File: src/hdl/fftm_pkg.sv
`timescale 1ns / 1ps
package fftm_pkg;

    localparam int MAX_POINTS_DEF = 1024;
    localparam logic [3:0] LOG2_RST = 4'd10;
    localparam logic MODE_LOAD = 1'b0;
    localparam logic MODE_READ = 1'b1;
    localparam logic [16:0] MAG_SAT = 17'd65536;
    localparam logic [63:0] TWO_PI_Q30 = 64'd6746518852;

    typedef struct packed {
        logic              mode;
        logic signed [15:0] sample;
        logic [8:0]        bin_index;
    } item_t;

    typedef struct packed {
        logic [8:0]  bin_number;
        logic [16:0] magnitude;
    } result_t;

    typedef enum logic [2:0] {
        ST_IDLE,
        ST_FFT,
        ST_DRAIN,
        ST_MAG_RD,
        ST_MAG_CALC,
        ST_MAG_OUT
    } state_t;

    function automatic logic [63:0] tw_term(input logic [63:0] t, input logic [63:0] x);
        return (((t * x) >> 30) * x) >> 30;
    endfunction

    function automatic logic signed [63:0] q30_to_q15(input logic signed [63:0] v);
        logic signed [63:0] w;
        w = (v < 0) ? 64'sd0 : v;
        return (w + 64'sd16384) >>> 15;
    endfunction

    function automatic logic signed [63:0] clamp16(input logic signed [63:0] v);
        if (v > 64'sd32767) return 64'sd32767;
        if (v < -64'sd32768) return -64'sd32768;
        return v;
    endfunction

    // twiddle j of a table for 2^lg points: {cos, -sin} in Q1.15
    function automatic logic [31:0] tw_entry(input int unsigned j, input int unsigned lg);
        logic [63:0] m;
        logic [63:0] half;
        logic [63:0] quarter;
        logic [63:0] jj;
        logic [63:0] x;
        logic [63:0] ts;
        logic [63:0] tc;
        logic signed [63:0] s;
        logic signed [63:0] c;
        logic signed [63:0] cq;
        logic signed [63:0] sq;
        logic signed [63:0] re;
        logic signed [63:0] im;
        logic mirror;
        m = 64'd1 << lg;
        half = m >> 1;
        quarter = m >> 2;
        mirror = 64'(j) > quarter;
        jj = mirror ? half - 64'(j) : 64'(j);
        x = (TWO_PI_Q30 * jj + half) >> lg;
        ts = x;
        tc = 64'd1 << 30;
        s = $signed(x);
        c = $signed(tc);
        ts = tw_term(ts, x) / 64'd6;   tc = tw_term(tc, x) / 64'd2;
        s = s - $signed(ts);           c = c - $signed(tc);
        ts = tw_term(ts, x) / 64'd20;  tc = tw_term(tc, x) / 64'd12;
        s = s + $signed(ts);           c = c + $signed(tc);
        ts = tw_term(ts, x) / 64'd42;  tc = tw_term(tc, x) / 64'd30;
        s = s - $signed(ts);           c = c - $signed(tc);
        ts = tw_term(ts, x) / 64'd72;  tc = tw_term(tc, x) / 64'd56;
        s = s + $signed(ts);           c = c + $signed(tc);
        ts = tw_term(ts, x) / 64'd110; tc = tw_term(tc, x) / 64'd90;
        s = s - $signed(ts);           c = c - $signed(tc);
        ts = tw_term(ts, x) / 64'd156; tc = tw_term(tc, x) / 64'd132;
        s = s + $signed(ts);           c = c + $signed(tc);
        ts = tw_term(ts, x) / 64'd210; tc = tw_term(tc, x) / 64'd182;
        s = s - $signed(ts);           c = c - $signed(tc);
        ts = tw_term(ts, x) / 64'd272; tc = tw_term(tc, x) / 64'd240;
        s = s + $signed(ts);           c = c + $signed(tc);
        ts = tw_term(ts, x) / 64'd342; tc = tw_term(tc, x) / 64'd306;
        s = s - $signed(ts);           c = c - $signed(tc);
        ts = tw_term(ts, x) / 64'd420; tc = tw_term(tc, x) / 64'd380;
        s = s + $signed(ts);           c = c + $signed(tc);
        cq = q30_to_q15(c);
        sq = q30_to_q15(s);
        re = clamp16(mirror ? -cq : cq);
        im = clamp16(-sq);
        return {re[15:0], im[15:0]};
    endfunction

endpackage

File: src/hdl/fftm_mag.sv
`timescale 1ns / 1ps
module fftm_mag
    import fftm_pkg::*;
#(
    parameter int VW = 26
) (
    input  logic            clk,
    input  logic            rst_n,
    input  logic            start,
    input  logic            force_zero,
    input  logic [3:0]      l_eff,
    input  logic [2*VW-1:0] rdata,
    output logic            done,
    output logic [16:0]     magnitude
);

    localparam int XW = 2 * VW + 2;
    localparam int STEPS = VW + 1;
    localparam int CW = $clog2(STEPS + 1);

    logic sq_v_reg, run_reg, fin_reg, done_reg, zero_reg;
    logic [CW-1:0] cnt_reg;
    logic [2*VW-1:0] re_sq_reg, im_sq_reg;
    logic [XW-1:0] rem_reg, root_reg, bit_reg;
    logic [16:0] mag_reg;

    logic signed [VW-1:0] re, im;
    logic [2*VW-1:0] sq_sum;
    logic [XW-1:0] trial, rem_next, root_next, rnd, shv;

    always_comb
    begin
        re = $signed(rdata[2*VW-1:VW]);
        im = $signed(rdata[VW-1:0]);
        sq_sum = re_sq_reg + im_sq_reg;
        trial = root_reg + bit_reg;
        if (rem_reg >= trial)
        begin
            rem_next = rem_reg - trial;
            root_next = (root_reg >> 1) + bit_reg;
        end
        else
        begin
            rem_next = rem_reg;
            root_next = root_reg >> 1;
        end
        rnd = root_reg + (XW'(1) << (l_eff - 4'd1));
        shv = rnd >> l_eff;
    end

    always_ff @(posedge clk or negedge rst_n)
    begin
        if (!rst_n)
        begin
            sq_v_reg <= 1'b0;
            run_reg <= 1'b0;
            fin_reg <= 1'b0;
            done_reg <= 1'b0;
            cnt_reg <= '0;
        end
        else
        begin
            sq_v_reg <= start;
            fin_reg <= 1'b0;
            done_reg <= fin_reg;
            if (sq_v_reg)
            begin
                run_reg <= 1'b1;
                cnt_reg <= '0;
            end
            else if (run_reg)
            begin
                cnt_reg <= cnt_reg + CW'(1);
                if (cnt_reg == CW'(STEPS - 1))
                begin
                    run_reg <= 1'b0;
                    fin_reg <= 1'b1;
                end
            end
        end
    end

    always_ff @(posedge clk)
    begin
        if (start)
        begin
            re_sq_reg <= (2*VW)'(re * re);
            im_sq_reg <= (2*VW)'(im * im);
            zero_reg <= force_zero;
        end
        if (sq_v_reg)
        begin
            rem_reg <= {sq_sum, 2'b00};
            root_reg <= '0;
            bit_reg <= XW'(1) << (XW - 2);
        end
        else if (run_reg)
        begin
            rem_reg <= rem_next;
            root_reg <= root_next;
            bit_reg <= bit_reg >> 2;
        end
        if (fin_reg)
        begin
            if (zero_reg)
            begin
                mag_reg <= '0;
            end
            else if (shv > XW'(MAG_SAT))
            begin
                mag_reg <= MAG_SAT;
            end
            else
            begin
                mag_reg <= shv[16:0];
            end
        end
    end

    assign done = done_reg;
    assign magnitude = mag_reg;

endmodule

File: config.mk
export PLATFORM = sky130hd
export DESIGN_NAME = fftm_mag
export DESIGN_NICKNAME = d
export VERILOG_FILES = /design/src/hdl/fftm_pkg.sv /design/src/hdl/fftm_mag.sv
export SDC_FILE = /design/constraint.sdc
export NUM_CORES = 2
export LEC_CHECK = 0
export BUFFER_PORTS_ARGS = -buffer_cell sky130_fd_sc_hd__buf_4
export CAP_MARGIN = 25
export CELL_PAD_IN_SITES_DETAIL_PLACEMENT = 1
export CELL_PAD_IN_SITES_GLOBAL_PLACEMENT = 2
export CORE_ASPECT_RATIO = 0.9
export CORE_MARGIN = 2
export CORE_UTILIZATION = 43
export CTS_BUF_LIST = sky130_fd_sc_hd__clkbuf_4 sky130_fd_sc_hd__clkbuf_8 sky130_fd_sc_hd__clkbuf_16
export DETAILED_ROUTE_END_ITERATION = 10
export PLACE_DENSITY = 0.85
export SLEW_MARGIN = 15
export SYNTH_ARGS = -nofsm -noshare
export SYNTH_HDL_FRONTEND = slang
export SYNTH_SLANG_ARGS = --single-unit
File: constraint.sdc
create_clock -name clk -period 8.8 [get_ports clk]
set_input_delay 1.76 -clock clk [delete_from_list [all_inputs] [get_ports clk]]
set_output_delay 1.76 -clock clk [all_outputs]
set_load 0.02 [all_outputs]
==> impl_metrics.yaml <==
status:
  status: "completed"
finish:
  antenna_cells: 0
  drive_above_1_share_pct: 7.47
  final_nets: 9176
  syn2layout_area_growth_pct: 8.17
  utilization_pct: 46.9
  final_area_sq_um: 71800
setup_path:
  required_ns: 9.12
  max_stage_delay_ns: 0.54
  cp_top_family: "adder cells"
  cp-end-kind: "flip-flop"
  worstSetupPathType: "in2reg"
  slowest_stage: "fa_1"
  cpMostUsedCell: "fa_1"
  worstPathArrival_ns: 8.79
  critPathMaxFanout: 6
  path_buf_inv: 9
  critPathLaunchType: "input port"
global_routing:
  overflow: 0
  grtUsageMet1_pct: 33.8
  grt_max_degree: 97
  use_met2_pct: 44.6
  track_usage_pct: 25.4
  grt.busiest_layer: "met2"
  grt_pass1_wl_microns: 317000
  antenna_found_initial: 1
  grt_use_met3_pct: 2.03
  first_global_vias: 57300
drt:
  firstDrtPassIters: 5
  drt-initial-drc-count: 2501
  via_per_inst: 5.37
  routed_wl_microns: 194000
  wl_per_cell_microns: 20.7
  vias: 50200
  drc: 0
  drtAntennaViolNets: 0
floorplanning:
  core_sq_um: 153000
  die_y_microns: 377
  ios: 78
  start_util_pct: 43.4
  dieArea_sq_um: 157000
  rows: 136
  dieWidth_microns: 418
sta:
  hold_viol_final: 0
  fmaxAchievable_ghz: 0.118
  finalSetupTns_ns: 0
  setup_viol: 0
  max_slew_margin_pct: 30.0
  tightest_slew_ns: 1.04
  clock_skew_ns: 0.0602
  period_needed_ns: 8.46
  grt_setup_unrepaired: "false"
  report.final.slew_viol_count: 0
  fin_crit_sh_pct: 96.2
synth:
  yosysWarnings: 0
  ys.flop_type: "edfxtp_1"
  syn-mean-instance-area_sq_um: 9.22
  synth_cells: 7192
  synth_edf_count: 172
  synth.net_count: 9047
  netlist.area_leader.share_pct: 39.7
  synthArstFlopShare_pct: 3.41
  synth_cell_types: 109
  synth_area_leader_cell: "fa_1"
  ys_ff_latch: 264
  synth-seq-area-share_pct: 10.6
  synth_area_sq_um: 66300
  synth.area.top_cells: "fa_1, inv_1, ha_1"
clocking:
  htree_levels: 2
  cts_buffers: 35
  cts_resized: 0
  ctsLongestPathBuffers: 3
  clk_pin_slew_worst_paths_ns: 0.06
  holdBufCountCts: 0
  cts_tree: "done"
  clk_latency_ns: 0.59
  clock-root-buffer: "clkbuf_16"
  numClockSinks: 264
  postCtsSetupBuffers: 0
placement:
  placed_area_sq_um: 70600
  dp_hpwl_microns: 166000
  portBuffers: 77
  gp_congestion: 0.887
run:
  maxCapViolCount: 0
min_path:
  hold_path.class: "reg2reg"
==> final cells by class <==
type	count	area [sq um]
Fill cell	17600	81200
Multi-Input combinational cell	4989	52000
Sequential cell	264	7060
Inverter	1646	6180
Timing Repair Buffer	385	2930
Tap cell	2001	2500
Clock buffer	46	995
Clock inverter	17	144
==> final timing paths <==
check / startpoint / end / slack, ns / depth (start not counted)
max in group asynchronous: rst_n / run_reg / 7.43 / 1
min in group asynchronous: rst_n / sq_v_reg / 1.08 / 1
setup / recovery: rdata[42] / re_sq_reg[51] / 0.34 / 28
hold / removal: rem_reg[0] / rem_reg[0] / 0.51 / 2
hold reg to reg: rem_reg[0] / rem_reg[0] / 0.51 / 2
setup reg to reg: root_reg[10] / rem_reg[44] / 1.54 / 21
==> Yosys cell counts, types with 73 or more instances <==
library cell / number
fa_1: 1316
dfxtp_1: 83
o21ai_0: 183
a21oi_1: 229
xnor2_1: 204
xor2_1: 136
nor2b_1: 79
nor2_1: 316
ha_1: 479
clkbuf_1: 240
edfxtp_1: 172
nand2_1: 584
a21o_1: 138
mux2i_1: 73
nand3_1: 83
inv_1: 1642
and2_1: 309
==> logic make-up (layout without fill, tap and decap cells) <==
logic type      count (synthesis)  in the layout  synth area share (%)
buf+inv                      1939           2094                  11.1
mux                            95             95                  1.59
flops                         264            264                  10.6
simple gates                 1698           1698                  12.7
compound gates               1061           1061                  10.8
xor+xnor                      340            340                  4.49
fa+ha+maj                    1795           1795                  48.7
==> metal layers <==
layer	vias up	part of all wire (%)	wire, microns
li1	22900	-	-
met1	26300	44	85900
met2	777	50	96600
met3	217	3.0	5890
met4	0	2.6	5120
met5	-	0	0
==> layout by cell type (no fill, tap or decap), types with 36 or more instances in the layout <==
cell       instances
o21ai_0          182
edfxtp_1         172
xnor2_1          204
mux2i_1           73
ha_1             479
nand3_1           83
xor2_1           136
nor2b_1           79
o21bai_1          57
inv_1           1642
a211oi_1          56
a21oi_1          229
nand4_1           43
nand2_1          583
fa_1            1316
buf_4            379
o31ai_1           37
dfxtp_1           83
and3_1            46
a21o_1           138
nor2_1           316
and2_1           309
nor3_1            61
nand2b_1          44
clkbuf_16         36
a31oi_1           70
==> through the flow <==
step / hold WS [ns] / instances / worst slack [ns]
detailed placement: 0.511 / 9285 / -0.279
global route: 0.550 / 9348 / 0.0209
CTS: 0.522 / 9348 / 0.326
finish: 0.514 / 9348 / 0.338
global placement: 0.487 / 9284 / -0.132
floorplan: 0.478 / 7192 / -0.0136
==> tightest hold or removal path: stages, from the launching register on <==
cell      delay (ns)
dfxtp_1         0.31
nor2_1          0.10
a211oi_1        0.06
Power is left out: the tool's default activity adds up to more than one toggle a clock period on the data nets, which glitch-free logic cannot reach.
